File: config.mk
export PLATFORM = sky130hd
export DESIGN_NAME = websocket_frame_parser_unit
export DESIGN_NICKNAME = d
export VERILOG_FILES = /design/src/rtl/core/wsfp_pkg.sv /design/src/rtl/core/wsfp_core.sv /design/src/rtl/core/websocket_frame_parser_unit.sv
export SDC_FILE = /design/constraint.sdc
export NUM_CORES = 1
export LEC_CHECK = 0
export BUFFER_PORTS_ARGS = -buffer_cell sky130_fd_sc_hd__buf_2
export CAP_MARGIN = 15
export CORE_UTILIZATION = 55
export DETAILED_ROUTE_END_ITERATION = 16
export HOLD_SLACK_MARGIN = 0.02
export PLACE_DENSITY = 0.77
export SYNTH_ARGS = -nofsm -noshare
export SYNTH_HDL_FRONTEND = slang
export SYNTH_SLANG_ARGS = --single-unit
export TNS_END_PERCENT = 1
File: constraint.sdc
create_clock -name clk_i -period 2.8 [get_ports clk_i]
set_input_delay 0.28 -clock clk_i [delete_from_list [all_inputs] [get_ports clk_i]]
set_output_delay 0.28 -clock clk_i [all_outputs]
set_load 0.03 [all_outputs]
File: src/rtl/core/wsfp_pkg.sv
// Shared constants and the per-beat result type of the websocket frame parser.
// No dependencies.
`default_nettype none

package wsfp_pkg;

  localparam int unsigned LenBits = 64;

  localparam logic [6:0] Len7Is16  = 7'd126;
  localparam logic [6:0] Len7Is64  = 7'd127;
  localparam logic [3:0] XlenCnt16 = 4'd2;
  localparam logic [3:0] XlenCnt64 = 4'd8;
  localparam logic [3:0] OpcClose  = 4'h8;
  localparam logic [3:0] OpcBinary = 4'h2;

  localparam int unsigned OutDataBits = 80;

  typedef struct packed {
    logic        data_valid;
    logic [7:0]  payload_byte;
    logic        frame_end;
    logic [3:0]  frame_opcode;
    logic        final_fragment;
    logic        binary_frame;
    logic [63:0] frame_length;
    logic        link_closed;
  } wsfp_result_t;

endpackage

`default_nettype wire

File: src/rtl/core/wsfp_core.sv
// Frame header walker and payload unmasker: holds the parse state and
// computes the result of one stream byte. Depends on wsfp_pkg.
`default_nettype none

module wsfp_core (
  input  logic                  clk_i,
  input  logic                  rst_ni,
  input  logic                  step_i,
  input  logic [7:0]            byte_i,
  output wsfp_pkg::wsfp_result_t res_o
);
  import wsfp_pkg::*;

  typedef enum logic [2:0] {
    PhHdr0,
    PhHdr1,
    PhXlen,
    PhMask,
    PhData
  } phase_e;

  phase_e               phase_q, phase_d;
  logic [3:0]           lbytes_q, lbytes_d;
  logic [LenBits-1:0]   total_q, total_d;
  logic [LenBits-1:0]   left_q, left_d;
  logic [3:0][7:0]      key_q, key_d;
  logic [1:0]           mpos_q, mpos_d;
  logic                 masked_q, masked_d;
  logic [3:0]           opc_q, opc_d;
  logic                 final_q, final_d;
  logic                 closed_q, closed_d;
  logic                 hdr_done;
  logic                 frame_end;
  wsfp_result_t         res;

  always_comb begin
    phase_d   = phase_q;
    lbytes_d  = lbytes_q;
    total_d   = total_q;
    left_d    = left_q;
    key_d     = key_q;
    mpos_d    = mpos_q;
    masked_d  = masked_q;
    opc_d     = opc_q;
    final_d   = final_q;
    closed_d  = closed_q;
    hdr_done  = 1'b0;
    frame_end = 1'b0;
    res       = '0;

    if (closed_q) begin
      res.link_closed = 1'b1;
    end else begin
      case (phase_q)
        PhHdr0: begin
          final_d = byte_i[7];
          opc_d   = byte_i[3:0];
          phase_d = PhHdr1;
        end
        PhHdr1: begin
          masked_d = byte_i[7];
          if (byte_i[6:0] inside {Len7Is16, Len7Is64}) begin
            total_d  = '0;
            lbytes_d = (byte_i[6:0] == Len7Is16) ? XlenCnt16 : XlenCnt64;
            phase_d  = PhXlen;
          end else begin
            total_d  = LenBits'(byte_i[6:0]);
            hdr_done = 1'b1;
          end
        end
        PhXlen: begin
          total_d = {total_q[LenBits-9:0], byte_i};
          if (lbytes_q <= 4'd1) begin
            lbytes_d = '0;
            hdr_done = 1'b1;
          end else begin
            lbytes_d = lbytes_q - 4'd1;
          end
        end
        PhMask: begin
          key_d[mpos_q] = byte_i;
          mpos_d        = mpos_q + 2'd1;
          if (mpos_q == 2'd3) begin
            if (left_q == '0) begin
              frame_end = 1'b1;
            end else begin
              phase_d = PhData;
            end
          end
        end
        PhData: begin
          if (left_q == '0) begin
            frame_end = 1'b1;
          end else begin
            res.data_valid   = 1'b1;
            res.payload_byte = masked_q ? (byte_i ^ key_q[mpos_q]) : byte_i;
            mpos_d           = mpos_q + 2'd1;
            left_d           = left_q - LenBits'(1);
            frame_end        = (left_q == LenBits'(1));
          end
        end
        default: begin
          phase_d = PhHdr0;
        end
      endcase

      if (hdr_done) begin
        left_d = total_d;
        mpos_d = '0;
        if (masked_d) begin
          phase_d = PhMask;
        end else if (total_d == '0) begin
          frame_end = 1'b1;
        end else begin
          phase_d = PhData;
        end
      end

      res.frame_end      = frame_end;
      res.frame_opcode   = opc_d;
      res.final_fragment = final_d;
      res.binary_frame   = (opc_d == OpcBinary);
      res.frame_length   = 64'(total_d);

      if (frame_end) begin
        if (opc_d == OpcClose) begin
          closed_d = 1'b1;
        end
        phase_d  = PhHdr0;
        total_d  = '0;
        left_d   = '0;
        lbytes_d = '0;
        mpos_d   = '0;
      end
      res.link_closed = closed_d;
    end
  end

  always_ff @(posedge clk_i or negedge rst_ni) begin
    if (!rst_ni) begin
      phase_q  <= PhHdr0;
      lbytes_q <= '0;
      total_q  <= '0;
      left_q   <= '0;
      key_q    <= '0;
      mpos_q   <= '0;
      masked_q <= 1'b0;
      opc_q    <= '0;
      final_q  <= 1'b0;
      closed_q <= 1'b0;
    end else if (step_i) begin
      phase_q  <= phase_d;
      lbytes_q <= lbytes_d;
      total_q  <= total_d;
      left_q   <= left_d;
      key_q    <= key_d;
      mpos_q   <= mpos_d;
      masked_q <= masked_d;
      opc_q    <= opc_d;
      final_q  <= final_d;
      closed_q <= closed_d;
    end
  end

  assign res_o = res;

  a_closed_sticky: assert property (@(posedge clk_i) disable iff (!rst_ni)
    closed_q |=> closed_q)
    else $error("closed flag dropped");

  a_closed_on_end: assert property (@(posedge clk_i) disable iff (!rst_ni)
    $rose(closed_q) |-> $past(step_i) && $past(res.frame_end))
    else $error("link closed without a completed frame");

  a_data_has_left: assert property (@(posedge clk_i) disable iff (!rst_ni)
    phase_q == PhData |-> left_q != '0)
    else $error("payload phase with no bytes left");

endmodule

`default_nettype wire

File: src/rtl/core/websocket_frame_parser_unit.sv
// Top level of the websocket frame parser: stream ports, parse core and
// output register. Depends on wsfp_pkg and wsfp_core.
// Each accepted input beat gives its result beat from the output register in the next cycle.
// Throughput: one byte per cycle; the single output register takes a new
// result whenever it is empty or its beat is taken in the same cycle.
// Reset: rst_ni clears the parse state, the closed flag and the output valid.
`default_nettype none

module websocket_frame_parser_unit (
  input  logic        clk_i,
  input  logic        rst_ni,
  input  logic        s_axis_tvalid,
  output logic        s_axis_tready,
  input  logic [7:0]  s_axis_tdata,  // [7:0] data_byte
  output logic        m_axis_tvalid,
  input  logic        m_axis_tready,
  // [7:0] payload_byte, [11:8] frame_opcode, [12] final_fragment,
  // [13] binary_frame, [77:14] frame_length, [78] link_closed, [79] zero
  output logic [wsfp_pkg::OutDataBits-1:0] m_axis_tdata,
  output logic        m_axis_tlast,  // frame_end
  output logic        m_axis_tuser   // data_valid
);
  import wsfp_pkg::*;

  logic         step;
  logic         out_valid_q;
  wsfp_result_t res;
  wsfp_result_t res_q;

  assign s_axis_tready = !out_valid_q || m_axis_tready;
  assign step          = s_axis_tvalid && s_axis_tready;

  wsfp_core u_core (
    .clk_i  (clk_i),
    .rst_ni (rst_ni),
    .step_i (step),
    .byte_i (s_axis_tdata),
    .res_o  (res)
  );

  always_ff @(posedge clk_i or negedge rst_ni) begin
    if (!rst_ni) begin
      out_valid_q <= 1'b0;
    end else if (s_axis_tready) begin
      out_valid_q <= s_axis_tvalid;
    end
  end

  always_ff @(posedge clk_i) begin
    if (step) begin
      res_q <= res;
    end
  end

  assign m_axis_tvalid = out_valid_q;
  assign m_axis_tdata  = {1'b0, res_q.link_closed, res_q.frame_length, res_q.binary_frame,
                          res_q.final_fragment, res_q.frame_opcode, res_q.payload_byte};
  assign m_axis_tlast  = res_q.frame_end;
  assign m_axis_tuser  = res_q.data_valid;

  a_accept_gives_beat: assert property (@(posedge clk_i) disable iff (!rst_ni)
    step |=> m_axis_tvalid)
    else $error("accepted beat produced no result");

endmodule

`default_nettype wire
==> results of run 1 <==
[cells by family (layout without fill, tap and decap cells)]
logic type / count (synthesis) / after routing / share of synthesized area [%]
compound gates: 393 / 393 / 17.88
xor+xnor: 10 / 10 / 0.6474
fa+ha+maj: 9 / 9 / 0.8323
buf+inv: 130 / 396 / 4.272
flops: 258 / 258 / 50.71
mux: 52 / 52 / 4.938
other cells: 1 / 1 / 0.02772
simple gates: 551 / 551 / 20.69
[through the flow]
stage / hold WS (ns) / util [%] / area (sq um) / instances / setup TNS (ns)
final: 0.07052 / 71.45 / 17330 / 1994 / -29.86
after global routing: 0.09409 / 71.45 / 17330 / 1994 / -40.30
after CTS: 0.07727 / 71.25 / 17280 / 1994 / -9.880
after detailed placement: 0.2844 / 64.76 / 15700 / 1926 / -41.09
after global placement: 0.2770 / 64.76 / 15700 / 1926 / -44.22
after floorplan: -0.01559 / - / 13530 / 1404 / -0.3398
[metal layers]
layer	share of wire [%]	up-vias	wire length, um
li1	-	5638	-
met1	41	6211	17360
met2	46	714	19730
met3	10	107	4449
met4	3.1	0	1310
met5	0	-	0
[state kept, by name, indices dropped and copies added (netlist names)]
name / count
m_axis_tvalid: 1
u_core.phase_q: 3
u_core.mpos_q: 2
m_axis_tdata: 79
u_core.lbytes_q: 4
u_core.masked_q: 1
u_core.left_q: 64
m_axis_tuser: 1
u_core.key_q: 32
u_core.closed_q: 1
u_core.total_q: 64
u_core.opc_q: 4
m_axis_tlast: 1
u_core.final_q: 1
[critical path, cell delays in order (launching register included)]
cell and delay [ns]:
dfrtp_4 0.49, a21o_4 0.26, buf_12 0.18, a221oi_4 0.31, buf_6 0.15, nand4_1 0.12
nor4_2 0.31, buf_4 0.17, nand4_1 0.18, o21ai_4 0.24, buf_6 0.17, buf_6 0.15
a21oi_1 0.06, a21o_1 0.15
[cell type report]
| cell class | count | share of cell area [%] |
|---|---|---|
| clock buffers | 30 | 4.080 |
| clock inverters | 19 | 1.820 |
| inverters | 21 | 0.4983 |
| multi-input cells | 1016 | 37.17 |
| flip-flops and latches | 258 | 39.64 |
| well taps | 324 | 2.340 |
| repair buffers | 326 | 14.45 |
[synth_stat cells (6+ instances only)]
| master | instances | area [sq um] |
|---|---|---|
| nand2_1 | 118 | 442.9 |
| a31oi_1 | 41 | 256.5 |
| and3_1 | 12 | 75.07 |
| nor2_1 | 199 | 747.0 |
| nor4_1 | 20 | 125.1 |
| nand4_1 | 18 | 112.6 |
| a221oi_1 | 38 | 332.8 |
| mux2i_1 | 6 | 60.06 |
| a21oi_1 | 55 | 275.3 |
| buf_2 | 26 | 130.1 |
| nand3_1 | 9 | 45.04 |
| o21ai_1 | 11 | 55.05 |
| o22ai_1 | 6 | 37.54 |
| edfxtp_1 | 81 | 2432 |
| a22oi_1 | 14 | 105.1 |
| clkbuf_1 | 67 | 251.5 |
| mux4_2 | 8 | 180.2 |
| nor4bb_1 | 15 | 150.1 |
| a22o_1 | 9 | 78.83 |
| mux2_2 | 38 | 427.9 |
| nor3_1 | 29 | 145.1 |
| and2_1 | 13 | 81.33 |
| inv_1 | 21 | 78.83 |
| ha_1 | 9 | 112.6 |
| dfrtp_1 | 177 | 4429 |
| nor2b_1 | 37 | 231.5 |
| clkbuf_2 | 7 | 35.03 |
| nor3b_1 | 37 | 277.8 |
| o21ai_0 | 179 | 895.9 |
| or3_1 | 11 | 68.82 |
| xor2_1 | 9 | 78.83 |
[power groups by stage]
| stage | Combinational (mW) | Sequential, mW | Clock (mW) |
|---|---|---|---|
| 2_1_floorplan | 6.02 | 6.56 | 0 |
| 3_3_place_gp | 11.0 | 6.26 | 0 |
| 3_5_place_dp | 11.3 | 6.30 | 0 |
| 4_1_cts | 12.1 | 6.31 | 4.14 |
| 5_1_grt | 13.3 | 6.50 | 4.28 |
| 6_report | 12.5 | 6.38 | 4.12 |
[worst paths after layout]
check / from / endpoint / slack, ns
setup reg to reg: u_core.phase_q[0]$_DFFE_PN0P_ / u_core.total_q[4]$_DFFE_PN0P_ / -0.29
setup / recovery: u_core.phase_q[0]$_DFFE_PN0P_ / u_core.total_q[4]$_DFFE_PN0P_ / -0.29
max in group asynchronous: rst_ni / u_core.key_q[21]$_DFFE_PN0P_ / 1.73
min in group asynchronous: rst_ni / u_core.total_q[54]$_DFFE_PN0P_ / 0.26
hold reg to reg: u_core.opc_q[1]$_DFFE_PN0P_ / u_core.opc_q[1]$_DFFE_PN0P_ / 0.51
hold / removal: m_axis_tready / m_axis_tvalid$_DFFE_PN0N_ / 0.07
[what timing repair did]
action | CTS | global route
hold buffers | 2 | 0
endpoints found under the hold margin | 54 | 0
endpoints found under the setup margin | 137 | 138
pin swaps | 29 | 2
setup buffers | 16 | 0
resized for setup | 126 | 21
gates cloned | 1 | 0
==> metrics.md, run 1 <==
| Metric | Value |
|---|---|
| GR Util met2 | `52.93%` |
| Io pins | `96` |
| FF+latch count, synth | `258` |
| Post-Syn Area per Cell | `9.637 sq um` |
| CTS tree | `done` |
| Core ar. | `24250 sq um` |
| Clock sinks | `258` |
| Max Cap Viol | `0` |
| Fill cell count | `1714` |
| Layout cells sized above 1 | `28.98%` |
| Port buffer count | `94` |
| Mapped Area | `13530 sq um` |
| Post-synthesis sequential area ratio | `50.71%` |
| Max Root-Sink Buffers | `3` |
| Clock network power share | `17.9%` |
| WP data required | `3.22 ns` |
| CTS clock-pin slew for the worst setup and hold paths | `0.07 ns` |
| Synth Instances | `1404` |
| Least-Margin Pin Slew | `0.7483 ns` |
| Crit path kind | `reg2reg` |
| GRT met3 Usage | `6.165%` |
| Via count | `12670` |
| Yosys cell types | `71` |
| 1st-iter DRT viols | `1892` |
| Switch share | `42.80%` |
| Setup-failing EPs final | `136` |
| Average wire per standard cell | `21.49 um` |
| Storage element area | `6868 sq um` |
| Area of the multi-input gates | `6440 sq um` |
| PwrDens | `1330 nW/um^2` |
| Internal power | `13.18 mW` |
| CP Max Fanout | `24` |
| Max-slew headroom | `50.12%` |
| Starting Density | `55.80%` |
| Initial antenna violation count | `0` |
| Most common cell after layout, fill and taps aside | `buf_4` |
| Logic pwr share | `54.4%` |
| Std-Cell Rows | `57` |
| Max Transition Viols Final | `0` |
| Fmax | `0.3236 GHz` |
| Final total power | `23.04 mW` |
| Post-Route Skew | `0.03070 ns` |
| DP Wirelength | `29110 um` |
| Seq pwr share | `27.7%` |
| Main flop type after synthesis | `dfrtp_1` |
| Post-route ant nets | `0` |
| LEAKAGE | `7.558 nW` |
| Crit share post-route | `110.4%` |
| Remaining design rule violation count | `0` |
| Crit. End Element | `register` |
| Most frequent cells in the layout | `200 x buf_4, 196 x nor2_1, 174 x dfrtp_1` |
| Die W | `158.8 um` |
| Critical path arrival | `3.51 ns` |
| Die area | `25230 sq um` |
| Period minus WS final | `3.090 ns` |
| Grt ovf | `0` |
| Gpl congestion | `1.003` |
| Post-Place Setup Slack | `-0.3747 ns` |
| H-tree levels | `1` |
| Post-synth EDFFs | `81` |
| Status | `finished with violations` |
| Die height | `158.8 um` |
| Syn. warnings | `0` |
| Startpoint Class | `register` |
| GRT Max-Usage Layer | `met2` |
| CTS Root Buffer Type | `clkbuf_16` |
| Mean number of vias per cell | `6.354` |
| TritonCTS buffer count | `27` |
| Syn Nets | `1425` |
| First-pass GRT wire length | `67190 um` |
| Clk Latency, worst-skew pair | `0.55 ns` |
| Final worst slack | `-0.2900 ns` |
| NumNets Final | `1671` |
| Area Overhead vs Synth | `28.05%` |
| Vias in the first global route | `11960` |
| Pin count of the biggest net entering global routing | `84` |
| Asr flop ratio synth | `68.60%` |
| Net Sw Power | `9.860 mW` |
| Routed wire length | `42840 um` |
| Ant diodes | `0` |
| RSZ-0062 raised after global routing | `yes` |
| GR Util met1 | `47.85%` |
| Worst Hold Depth | `3` |
| Failing checks | `negative setup slack` |
| Tightest Hold Check Type | `in2reg` |
| Length of the first detailed-routing pass in iterations | `8` |
| Gr usage total | `33.83%` |
| VDD IR max | `0.6191 mV` |
| Final hold vios | `0` |
| Reg2reg path depth | `13` |
No activity file was read; power rests on OpenSTA's default activity.
==> run 2: changes to the inputs <==
Settings changed: CORE_UTILIZATION 55 to 61, PLACE_DENSITY 0.77 to 0.8, RECOVER_POWER set to 100.
Clock period 2.8 ns to 2.9 ns, I/O delays scaled along.
==> run 2 against run 1 <==
  * The run ends with max-capacitance violations, max-slew violations, negative setup slack left
  * Utilization rose by 5.1 points
  * Final cell count is 4.1% lower
  * Worst hold slack improved by 0.014 ns
==> metrics.md, run 2 (synthesis results as in run 1) <==
| Metric | Value |
|---|---|
| CTS clock-pin slew for the worst setup and hold paths | `0.06 ns (about the same)` |
| CTS tree | `done` |
| Routed wire length | `42810 um (about the same)` |
| Most frequent cells in the layout | `197 x nor2_1, 174 x dfrtp_1, 152 x buf_4` |
| Placed Instances | `1850 (-3.9%)` |
| VDD IR max | `0.8517 mV (+38%)` |
| Crit path kind | `reg2reg` |
| Crit share post-route | `104.7% (-5.6 points)` |
| First-pass GRT wire length | `64830 um (-3.5%)` |
| Crit. End Element | `register` |
| Critical path arrival | `3.44 ns (-0.07 ns)` |
| Average wire per standard cell | `22.39 um (+4.2%)` |
| Final worst slack | `-0.1366 ns (+0.1533 ns)` |
| Setup-failing EPs final | `122 (-10%)` |
| Hold Startpoint | `m_axis_tready` |
| Initial antenna violation count | `1 (+1)` |
| Fill cell count | `1490 (-13%)` |
| TritonCTS buffer count | `28 (+3.7%)` |
| Length of the first detailed-routing pass in iterations | `6 (-2)` |
| Vias in the first global route | `11630 (-2.7%)` |
| NumNets Final | `1630 (-2.5%)` |
| Startpoint Class | `register` |
| Die W | `150.9 um (-5.0%)` |
| Non-filler instance count after layout | `1912 (-4.1%)` |
| Least-Margin Pin Slew | `1.744 ns (+0.9958 ns)` |
| Pin count of the biggest net entering global routing | `74 (-12%)` |
| Hold WS | `0.08480 ns (+0.01428 ns)` |
| Post-Route Skew | `0.01307 ns (-0.01763 ns)` |
| DP Wirelength | `29300 um (+0.69%)` |
| Die area | `22780 sq um (-9.7%)` |
| Mean number of vias per cell | `6.646 (+4.6%)` |
| WP data required | `3.31 ns (+0.09 ns)` |
| Area Overhead vs Synth | `23.08%` |
| Period minus WS final | `3.037 ns (-0.05333 ns)` |
| Remaining design rule violation count | `0 (unchanged)` |
| Most common cell after layout, fill and taps aside | `nor2_1` |
| Status | `finished with violations` |
| Gr usage total | `37.17% (+3.3 points)` |
| Die height | `150.9 um (-5.0%)` |
| Port buffer count | `94 (unchanged)` |
| Gpl congestion | `0.9785 (-2.4%)` |
| RR Startpoint | `u_core.left_q[25]$_DFFE_PN0P_` |
| CP Max Fanout | `36 (+50%)` |
| Failing checks | `max-capacitance violations, max-slew violations, negative setup slack` |
| RSZ-0062 raised after global routing | `yes` |
| 1st-iter DRT viols | `1752 (-7.4%)` |
| Post-route ant nets | `0 (unchanged)` |
| Clock sinks | `258 (unchanged)` |
| H-tree levels | `1 (unchanged)` |
| Max reg flops | `79 (unchanged)` |
| Final core utilization | `76.55% (+5.1 points)` |
| Core ar. | `21760 sq um (-10%)` |
| CTS Root Buffer Type | `clkbuf_16` |
| Fmax | `0.3293 GHz (+1.8%)` |
| Starting Density | `62.19% (+6.4 points)` |
| Max-slew headroom | `-16.27% (-66 points)` |
| Io pins | `96 (unchanged)` |
| Max Root-Sink Buffers | `3 (unchanged)` |
| Via count | `12710 (+0.29%)` |
| LEAKAGE | `7.034 nW (-6.9%)` |
| Final hold vios | `0 (unchanged)` |
| Critical Path Start | `u_core.left_q[25]$_DFFE_PN0P_` |
| Max Transition Viols Final | `61 (+61)` |
| Max Cap Viol | `1 (+1)` |
| Grt ovf | `0 (unchanged)` |
| PwrDens | `1270 nW/um^2 (-4.5%)` |
| Tightest Hold Check Type | `in2reg` |
| Clk Latency, worst-skew pair | `0.55 ns (about the same)` |
| Std-Cell Rows | `54 (-5.3%)` |
| Layout cells sized above 1 | `21.21% (-7.8 points)` |
[run 2: metal layers]
metal / GRT usage (%) / up-vias / share of wire, %
li1: - / 5560 / -
met1: 53.41 / 6149 / 39
met2: 56.95 / 864 / 45
met3: 6.145 / 134 / 12
met4: 13.20 / 0 / 3.7
met5: 0 / - / 0
[run 2: report_power, final]
group	total, mW	switching (mW)	internal (mW)
logic	11.3	6.80	4.55
registers	6.24	1.07	5.17
clock network	3.56	1.45	2.11
total	21.1	9.32	11.8
[run 2: path summary, 6_finish.rpt]
path                                                       to  slack, ns  cells after the start
worst min-delay path                m_axis_tvalid$_DFFE_PN0N_       0.08                      3
worst min register to register   u_core.key_q[27]$_DFFE_PN0P_       0.50                      1
worst max-delay path            u_core.left_q[24]$_DFFE_PN0P_      -0.14                      9
min in group asynchronous       u_core.left_q[13]$_DFFE_PN0P_       0.71                      2
worst max register to register  u_core.left_q[24]$_DFFE_PN0P_      -0.14                      9
max in group asynchronous         u_core.closed_q$_DFFE_PN0P_       0.32                      3
[run 2: cell type report]
cell class              instances  area [sq um]  share of cell area [%]
repair buffers                284          2028                   12.18
clock buffers                  40         808.3                   4.853
diodes                          1         2.502                 0.01503
inverters                      21         80.08                  0.4808
multi-input cells            1016          6402                   38.44
clock inverters                12         113.9                  0.6837
well taps                     280         350.3                   2.104
flip-flops and latches        258          6868                   41.24
[run 2: critical path, stage by stage (launching register included)]
cell and delay, ns:
dfrtp_1 0.40, or3_1 0.47, nor4_1 0.47, and4_1 0.45, a31oi_2 0.24, nand2_2 0.20, buf_12 0.21, nor2_1 0.08
o21ai_0 0.24, o21ai_1 0.13
[run 2: timing repair]
action	4_1_cts	5_1_grt
endpoints found under the setup margin	134	136
gates resized for setup	40	112
setup buffers	5	0
pin swaps	12	8
hold endpoints to repair	58	0
gates cloned	1	1
hold buffers	2	0
[run 2: per-stage QoR]
step,setup TNS [ns],total power [mW],worst slack (ns),area (sq um)
6_report,-7.841,21.14,-0.1366,16650
5_1_grt,-21.33,22.17,-0.2344,16650
4_1_cts,-6.520,20.37,-0.1032,16580
3_5_place_dp,-22.60,16.46,-0.2432,15410
3_3_place_gp,-20.05,16.15,-0.2000,15410
2_1_floorplan,0,12.15,0.08241,13530
